[config.mk]
export PLATFORM = sky130hd
export DESIGN_NAME = encoder_detent_ramp_accumulator
export DESIGN_NICKNAME = d
export VERILOG_FILES = /design/src/rtl/core/edra_pkg.sv /design/src/rtl/core/encoder_detent_ramp_accumulator.sv
export SDC_FILE = /design/constraint.sdc
export NUM_CORES = 1
export LEC_CHECK = 0
export CORE_MARGIN = 4
export CORE_UTILIZATION = 55
export CTS_CLUSTER_SIZE = 30
export DETAILED_ROUTE_END_ITERATION = 8
export DONT_BUFFER_PORTS = 1
export PLACE_DENSITY = 0.73
export SLEW_MARGIN = 20
export SYNTH_ARGS = -nofsm -noshare
export SYNTH_HDL_FRONTEND = slang
export SYNTH_SLANG_ARGS = --single-unit
[constraint.sdc]
create_clock -name clk_i -period 5.4 [get_ports clk_i]
set_input_delay 0.54 -clock clk_i [delete_from_list [all_inputs] [get_ports clk_i]]
set_output_delay 0.54 -clock clk_i [all_outputs]
set_load 0.01 [all_outputs]
[src/rtl/core/edra_pkg.sv]
// Shared types and constants of the encoder detent ramp accumulator.
// No dependencies; imported by encoder_detent_ramp_accumulator.
`default_nettype none

package edra_pkg;

  // Fixed geometry of the block
  localparam int unsigned SlotCount       = 4;
  localparam int unsigned SlotBits        = 2;
  localparam int unsigned CountsPerDetent = 4;
  localparam int unsigned CpdShift        = $clog2(CountsPerDetent);
  localparam int unsigned ValueBits       = 10;
  localparam int unsigned StepBits        = 8;
  localparam int unsigned WindowBits      = 16;
  localparam int unsigned TimeBits        = 32;
  localparam int unsigned CountBits       = 8;
  // Sum of residual and count change, and detent count taken from it
  localparam int unsigned TotalBits       = CountBits + 1;
  // Largest detent magnitude is 2^(CountBits-1) / CountsPerDetent
  localparam int unsigned DetMagBits      = CountBits - CpdShift;
  // Running value during the ramp: value plus up to 32 steps of 255
  localparam int unsigned AccBits         = 16;

  localparam int unsigned AddrBits        = 5;
  localparam int unsigned DataBits        = 32;

  // Reset values of the configuration registers
  localparam logic                  RampEnableReset = 1'b1;
  localparam logic [WindowBits-1:0] RampWindowReset = 16'd75;
  localparam logic [StepBits-1:0]   RampLimitReset  = 8'd8;
  localparam logic [ValueBits-1:0]  SlotMaxReset [SlotCount] = '{
    10'd100, 10'd360, 10'd100, 10'd100
  };
  localparam logic [SlotBits:0]     NoSlot          = 3'd4;

  // Register map, one 32-bit word per register
  typedef enum logic [2:0] {
    RegRampEnable = 3'd0,
    RegRampWindow = 3'd1,
    RegRampLimit  = 3'd2,
    RegSlot0Max   = 3'd3,
    RegSlot1Max   = 3'd4,
    RegSlot2Max   = 3'd5,
    RegSlot3Max   = 3'd6
  } reg_idx_e;

  // Sequencer states, one-hot
  typedef enum logic [3:0] {
    StIdle = 4'b0001,
    StPrep = 4'b0010,
    StRamp = 4'b0100,
    StDone = 4'b1000
  } state_e;

  typedef struct packed {
    logic [SlotBits-1:0]         encoder_slot;
    logic signed [CountBits-1:0] count_change;
    logic [TimeBits-1:0]         now_ms;
    logic                        drag_active;
    logic [ValueBits-1:0]        drag_value;
  } in_word_t;

  typedef struct packed {
    logic [SlotBits-1:0]  out_slot;
    logic [ValueBits-1:0] slot_value_out;
    logic                 value_changed;
  } out_word_t;

endpackage

`default_nettype wire

[src/rtl/core/encoder_detent_ramp_accumulator.sv]
// Rotary encoder detent accumulator with acceleration ramp, four value slots.
// Depends on edra_pkg (types, register map, reset values).
//
// Usage:
// - Input words (slot, signed count change, ms timestamp, drag override)
//   arrive on in_valid_i/in_ready_o; one result word per input leaves on
//   out_valid_o/out_ready_i from an output register.
// - in_ready_o is high only while the sequencer is idle. After acceptance
//   the word passes the setup state StPrep, the ramp loop StRamp (|detents|
//   is 0..32) and the clamp state StDone, which loads the output register;
//   drag words, words without detents and words with the ramp off skip the
//   loop. A new word is taken only after the last one has left StDone.
//   The ramp loop runs a single adder over the detents, one per cycle.
// - The result appears on out_valid_o in the cycle after StDone loads it.
//   The next word may be accepted while that result waits; if the receiver
//   still stalls when the following result is ready, the sequencer holds it
//   in the clamp cycle until the output register frees up.
// - Configuration goes through APB (pready always high, zero wait states);
//   the user must write it only while idle; the block does not enforce it.
// - Reset clears all slot values and residual counts, sets the ramp step to
//   one, forgets the last ramped slot and loads the register defaults.
`default_nettype none

module encoder_detent_ramp_accumulator (
  input  wire                               clk_i,
  input  wire                               rst_ni,
  // input channel
  input  wire                               in_valid_i,
  output logic                              in_ready_o,
  input  wire  edra_pkg::in_word_t          in_word_i,
  // result channel
  output logic                              out_valid_o,
  input  wire                               out_ready_i,
  output edra_pkg::out_word_t               out_word_o,
  // configuration port
  input  wire                               psel,
  input  wire                               penable,
  input  wire                               pwrite,
  input  wire  [edra_pkg::AddrBits-1:0]     paddr,
  input  wire  [edra_pkg::DataBits-1:0]     pwdata,
  output logic [edra_pkg::DataBits-1:0]     prdata,
  output logic                              pready
);
  import edra_pkg::*;

  // configuration registers
  logic                  ramp_en_q;
  logic [WindowBits-1:0] window_q;
  logic [StepBits-1:0]   limit_q;
  logic [ValueBits-1:0]  slot_max_q [SlotCount];

  // slot state
  logic [ValueBits-1:0]  value_q [SlotCount];
  logic [CpdShift-1:0]   resid_q [SlotCount];
  logic [StepBits-1:0]   step_q, step_d;
  logic [SlotBits:0]     last_slot_q, last_slot_d;
  logic [TimeBits-1:0]   last_time_q, last_time_d;

  // sequencer and working registers
  state_e                    state_q, state_d;
  in_word_t                  item_q, item_d;
  logic signed [AccBits-1:0] acc_q, acc_d;
  logic [DetMagBits-1:0]     cnt_q, cnt_d;
  logic                      neg_q, neg_d;
  logic                      chg_q, chg_d;
  logic [ValueBits-1:0]      maxv_q, maxv_d;

  logic                      out_valid_q, out_valid_d;
  out_word_t                 out_word_q, out_word_d;

  // slot state write strobes
  logic                      value_we, resid_we;
  logic [ValueBits-1:0]      value_wdata;
  logic [CpdShift-1:0]       resid_wdata;

  // setup-cycle arithmetic
  logic [SlotBits-1:0]          slot;
  logic [ValueBits-1:0]         cur_value;
  logic [ValueBits-1:0]         slot_max;
  logic [ValueBits-1:0]         drag_clamped;
  logic signed [TotalBits-1:0]  total;
  logic signed [TotalBits-1:0]  detents;
  logic [TotalBits-1:0]         det_mag;
  logic [TimeBits-1:0]          gap;
  logic                         restart;
  logic signed [AccBits-1:0]    step_ext;
  logic signed [AccBits-1:0]    maxv_ext;

  // configuration write strobe
  logic                         cfg_we;
  reg_idx_e                     cfg_idx;

  assign in_ready_o  = (state_q == StIdle);
  assign out_valid_o = out_valid_q;
  assign out_word_o  = out_word_q;
  assign pready      = 1'b1;

  assign cfg_we  = psel & penable & pwrite & pready;
  assign cfg_idx = reg_idx_e'(paddr[AddrBits-1:2]);

  // register read mux
  always_comb begin
    prdata = '0;
    unique case (cfg_idx)
      RegRampEnable: prdata = {{(DataBits-1){1'b0}}, ramp_en_q};
      RegRampWindow: prdata = {{(DataBits-WindowBits){1'b0}}, window_q};
      RegRampLimit:  prdata = {{(DataBits-StepBits){1'b0}}, limit_q};
      RegSlot0Max:   prdata = {{(DataBits-ValueBits){1'b0}}, slot_max_q[0]};
      RegSlot1Max:   prdata = {{(DataBits-ValueBits){1'b0}}, slot_max_q[1]};
      RegSlot2Max:   prdata = {{(DataBits-ValueBits){1'b0}}, slot_max_q[2]};
      RegSlot3Max:   prdata = {{(DataBits-ValueBits){1'b0}}, slot_max_q[3]};
      default:       prdata = '0;
    endcase
  end

  // configuration registers
  always_ff @(posedge clk_i or negedge rst_ni) begin
    if (!rst_ni) begin
      ramp_en_q <= RampEnableReset;
      window_q  <= RampWindowReset;
      limit_q   <= RampLimitReset;
      for (int i = 0; i < SlotCount; i++) begin
        slot_max_q[i] <= SlotMaxReset[i];
      end
    end else if (cfg_we) begin
      unique case (cfg_idx)
        RegRampEnable: ramp_en_q     <= pwdata[0];
        RegRampWindow: window_q      <= pwdata[WindowBits-1:0];
        RegRampLimit:  limit_q       <= pwdata[StepBits-1:0];
        RegSlot0Max:   slot_max_q[0] <= pwdata[ValueBits-1:0];
        RegSlot1Max:   slot_max_q[1] <= pwdata[ValueBits-1:0];
        RegSlot2Max:   slot_max_q[2] <= pwdata[ValueBits-1:0];
        RegSlot3Max:   slot_max_q[3] <= pwdata[ValueBits-1:0];
        default: ;
      endcase
    end
  end

  // setup arithmetic on the held word
  assign slot         = item_q.encoder_slot;
  assign cur_value    = value_q[slot];
  assign slot_max     = slot_max_q[slot];
  assign drag_clamped = (item_q.drag_value > slot_max) ? slot_max : item_q.drag_value;
  assign total        = $signed({{(TotalBits-CpdShift){1'b0}}, resid_q[slot]})
                      + $signed({item_q.count_change[CountBits-1], item_q.count_change});
  // floor division by a power of two
  assign detents      = total >>> CpdShift;
  assign det_mag      = detents[TotalBits-1] ? TotalBits'(-detents) : TotalBits'(detents);
  assign gap          = item_q.now_ms - last_time_q;
  assign restart      = ({1'b0, slot} != last_slot_q)
                      || (gap > {{(TimeBits-WindowBits){1'b0}}, window_q});
  assign step_ext     = $signed({{(AccBits-StepBits){1'b0}}, step_q});
  assign maxv_ext     = $signed({{(AccBits-ValueBits){1'b0}}, maxv_q});

  // sequencer
  always_comb begin
    state_d     = state_q;
    item_d      = item_q;
    acc_d       = acc_q;
    cnt_d       = cnt_q;
    neg_d       = neg_q;
    chg_d       = chg_q;
    maxv_d      = maxv_q;
    step_d      = step_q;
    last_slot_d = last_slot_q;
    last_time_d = last_time_q;
    value_we    = 1'b0;
    value_wdata = '0;
    resid_we    = 1'b0;
    resid_wdata = total[CpdShift-1:0];
    out_valid_d = out_valid_q & ~out_ready_i;
    out_word_d  = out_word_q;

    unique case (state_q)
      StIdle: begin
        if (in_valid_i) begin
          item_d  = in_word_i;
          state_d = StPrep;
        end
      end

      StPrep: begin
        maxv_d  = slot_max;
        neg_d   = detents[TotalBits-1];
        cnt_d   = det_mag[DetMagBits-1:0];
        state_d = StDone;
        if (item_q.drag_active) begin
          // override: residual and ramp untouched
          acc_d = $signed({{(AccBits-ValueBits){1'b0}}, drag_clamped});
          chg_d = (cur_value != drag_clamped);
        end else begin
          resid_we = 1'b1;
          acc_d    = $signed({{(AccBits-ValueBits){1'b0}}, cur_value});
          chg_d    = (detents != '0);
          if (detents != '0) begin
            last_slot_d = {1'b0, slot};
            last_time_d = item_q.now_ms;
            if (!ramp_en_q) begin
              // one unit per detent
              step_d = StepBits'(1);
              acc_d  = $signed({{(AccBits-ValueBits){1'b0}}, cur_value})
                     + AccBits'(detents);
            end else begin
              if (restart) begin
                step_d = StepBits'(1);
              end
              state_d = StRamp;
            end
          end
        end
      end

      // one detent per cycle through the ramp adder
      StRamp: begin
        acc_d = neg_q ? (acc_q - step_ext) : (acc_q + step_ext);
        if (step_q < limit_q) begin
          step_d = step_q + StepBits'(1);
        end
        cnt_d = cnt_q - DetMagBits'(1);
        if (cnt_q == DetMagBits'(1)) begin
          state_d = StDone;
        end
      end

      // clamp, write back, load the output register once it is free
      StDone: begin
        if (!out_valid_q || out_ready_i) begin
          value_we = 1'b1;
          if (acc_q < 0) begin
            value_wdata = '0;
            out_word_d.value_changed = 1'b1;
          end else if (acc_q > maxv_ext) begin
            value_wdata = maxv_q;
            out_word_d.value_changed = 1'b1;
          end else begin
            value_wdata = acc_q[ValueBits-1:0];
            out_word_d.value_changed = chg_q;
          end
          out_word_d.out_slot       = slot;
          out_word_d.slot_value_out = value_wdata;
          out_valid_d               = 1'b1;
          state_d                   = StIdle;
        end
      end

      default: state_d = StIdle;
    endcase
  end

  // control and slot state
  always_ff @(posedge clk_i or negedge rst_ni) begin
    if (!rst_ni) begin
      state_q     <= StIdle;
      out_valid_q <= 1'b0;
      step_q      <= StepBits'(1);
      last_slot_q <= NoSlot;
      last_time_q <= '0;
      for (int i = 0; i < SlotCount; i++) begin
        value_q[i] <= '0;
        resid_q[i] <= '0;
      end
    end else begin
      state_q     <= state_d;
      out_valid_q <= out_valid_d;
      step_q      <= step_d;
      last_slot_q <= last_slot_d;
      last_time_q <= last_time_d;
      if (value_we) begin
        value_q[slot] <= value_wdata;
      end
      if (resid_we) begin
        resid_q[slot] <= resid_wdata;
      end
    end
  end

  // working and payload registers
  always_ff @(posedge clk_i) begin
    item_q     <= item_d;
    acc_q      <= acc_d;
    cnt_q      <= cnt_d;
    neg_q      <= neg_d;
    chg_q      <= chg_d;
    maxv_q     <= maxv_d;
    out_word_q <= out_word_d;
  end

endmodule

`default_nettype wire

==> impl_results.md <==
- Final Cycle Share: between 80 and 90%
- Worst skew pair latency: 560 ps
- Root Buffer: clkbuf_16
- Detail Route Antenna Nets: 0
- Num Clock Sinks: around 260
- Crit path kind: reg2reg
- Final setup viols: 0
- Layout cells sized above 1: 15.0%
- Hold Path Class: in2async
- Synth warnings: 0
- GRT Resource Usage Total: between 20% and 30%
- Initial core utilization: roughly 56%
- Post-Route WL: 39.1 mm
- FF-to-FF End: acc_q[12]
- Routability cong.: between 0.9 and 1
- Critical-path top delay cell: or3b_2
- Largest net degree at the start of global routing: 162
- P per Cell Area: approximately 550 nW/µm²
- Iter 0 DRT Violations: about 1000
- Grt met1 use: 30.5%
- Crit-path cells: buf_4 > mux4_2 > ha_1 > a21o_1 > nand2_1 > xor2_1 > inv_1 > ha_1 > a21o_1 > a21oi_1 > o21bai_1 > a21oi_1 > o21bai_1 > a21oi_1 > o21ai_0 > nand3_1 > or3b_2 > o21ai_0
- Final Util: 60.6%
- Nets@finish: 1763
- Crit Path Max Fanout: 17
- Grt met2 use: 40.3%
- Area Growth Syn to Fin: 7.96%
- Startpoint class of the critical path: flip-flop
- FP Rows: 62
- Prevailing post-synth register cell: dfrtp_1
- Tmin final: 4720 ps
- Nature of the critical path endpoint: flip-flop
- HPWL Detailed: approximately 28 mm
- Synth Instances: 1572
- Asr flop ratio synth: 61.7%
- R2R depth: 18
- Crit-path max cell delay: between 500 and 600 ps
- Peak supply drop: 0.000349 V
- Status: finished with violations
- CTS tree: yes
- Mapped cell area: 16200 µm²
- CTS Buf Count: 29
- Slew of the pin with the lowest slew margin: around 1100 ps
- Grt ovf: 0
- Io pins: 145
- Most frequent cells in the layout: nand2_1, dfrtp_1, o21ai_0
- Worst endpoint data arrival time: 5110 ps
- Port Buffers: 0
- Register area share after synthesis: a little over two fifths
- DR vias: 12000
- Die extent in y: between 150 and 200 µm
- CORE AREA: 28900 µm²
- GRT met3 Usage: 3.46%
- Vias in the first global route: 11900
- DRC violations left: 0
- Total die area: 32200 µm²
- EDFF count, synth: 100
- Syn avg cell area: slightly above 10 µm²
- Global-route wire length before repair: 62.1 mm
- Final Max Tran Viols: 0
- Commonest non-fill, non-tap cell in the layout: nand2_1
- Die span in x: 180 µm
- Diodes inserted: 0
- Post-CTS setup buffer count: 0
- Flops & latches, synth: between 200 and 300
- Most frequent CP cell: a21oi_1
- Vias/cell: 6.11
- Post-route worst setup slack: 676 ps
- Max-Cap Viols: 0
- GRT Max-Usage Layer: met2
- FMAX: 0.212 GHz
- Wirelength per Cell: roughly 20 µm
- Lkg Pwr: roughly 0.0074 µW
- Reg2reg start: slot[1]
- Hold Worst Slack: -12.5 ps
- Netlist cell types: 87
- Maximum root-to-sink buffer count: 3
- Initial antenna violation count: 2
- Failing checks: hold timing
- Slew HR: between 20% and 30%
- Pre-CTS WS: 770 ps
- DRT Pass-1 Iters: 6
- CTS HTree Levels: 1
- R2R Setup Slk: 680 ps
- WP data required: 5780 ps
- Clk_skew: 15.8 ps
- Final hold vios: 6
- Total negative setup slack: 0 ps
- Tot Pwr: ~9600 µW
- RSZ-0062 raised after global routing: false
- Worst-path clk slew: about 60 ps
[cells by family after synthesis]
group           Yosys count  synth area share [%]
compound gates          380                  15.1
xor+xnor                 63                  3.41
fa+ha+maj               112                  8.84
buf+inv                 200                  5.13
flops                   261                  43.6
mux                     151                  11.8
other cells               2                0.0464
simple gates            403                  12.1
[registers in the layout, summed over array words and instances, names as in the netlist]
register,cells
item_q,51
state_q,4
out_valid_o,1
limit_q,8
step_q,8
resid_q,8
window_q,16
value_q,40
slot,2
ramp_en_q,1
neg_q,1
acc_q,16
slot_max_q,40
cnt_q,6
maxv_q,10
chg_q,1
last_time_q,32
last_slot_q,3
out_word_o,13
[worst max-delay path, delay by kind of cell (launching register included)]
family	cells	cell delay (ps)
flip-flops	1	400
adder cells (fa/ha/maj)	2	610
buffers and inverters	2	460
AND/OR/NAND/NOR	3	780
AO/OA/AOI/OAI	9	1560
XOR/XNOR	1	390
multiplexers	1	360
[what timing repair did]
| action | CTS | global route |
|---|---|---|
| endpoints found under the hold margin | 161 | 0 |
| resized for setup | 0 | 0 |
| hold buffers | 1 | 0 |
[layout make-up]
type / count / area [µm²]
fillers: 2400 / 11400
clock inverters: 18 / 179
multi-input cells: 1126 / 8390
inverters: 122 / 458
repair buffers: 14 / 125
flip-flops and latches: 261 / 7060
clock buffers: 35 / 778
well taps: 384 / 480
[power by group]
| part | switching, µW | internal, µW |
|---|---|---|
| Clock | 817 | 1170 |
| Combinational | 2650 | 1930 |
| Sequential | 353 | 2690 |
[cells in the mapped netlist, types with 9 or more instances]
master	number	area, µm²
nand2_1	151	567
dfrtp_1	139	3480
o21ai_0	123	616
inv_1	121	454
ha_1	108	1350
edfxtp_1	100	3000
nor2_1	90	338
mux2_2	83	935
a21oi_1	81	405
clkbuf_1	46	173
xnor2_1	40	350
mux2i_1	39	390
nand3_1	27	135
nor3_1	25	125
a21o_1	24	180
xor2_1	23	201
dfstp_2	22	578
mux4_2	22	495
buf_4	18	135
nor2b_1	18	113
nand4_1	14	87.6
nand2b_1	13	81.3
o211ai_1	13	97.6
o21bai_1	13	97.6
a211oi_1	12	90.1
and2_1	11	68.8
o21a_1	11	82.6
o22ai_1	11	68.8
buf_2	10	50.1
a221oi_1	9	78.8
[metrics by stage]
stage	std cells	area, µm²
4_1_cts	1960	17500
3_3_place_gp	1906	16500
3_5_place_dp	1906	16500
6_report	1960	17500
2_1_floorplan	1587	16200
5_1_grt	1960	17500
[metal layers]
metal / up-vias / share of wire, %
met5: - / 0.028
met4: 2 / 3.1
met3: 79 / 5.6
met2: 415 / 50
met1: 5856 / 42
li1: 5615 / -
[how the worst max path moves through the flow]
stage / to / startpoint / slack (ps) / cells after the start
floorplan: acc_q[8] / slot[0] / 150 / 21
global placement: acc_q[11] / slot[1] / 900 / 18
detailed placement: acc_q[12] / slot[1] / 770 / 18
CTS: acc_q[12] / slot[1] / 720 / 18
global route: acc_q[12] / slot[1] / 390 / 18
finish: acc_q[12] / slot[1] / 680 / 18
No activity file was read; power rests on OpenSTA's default activity.
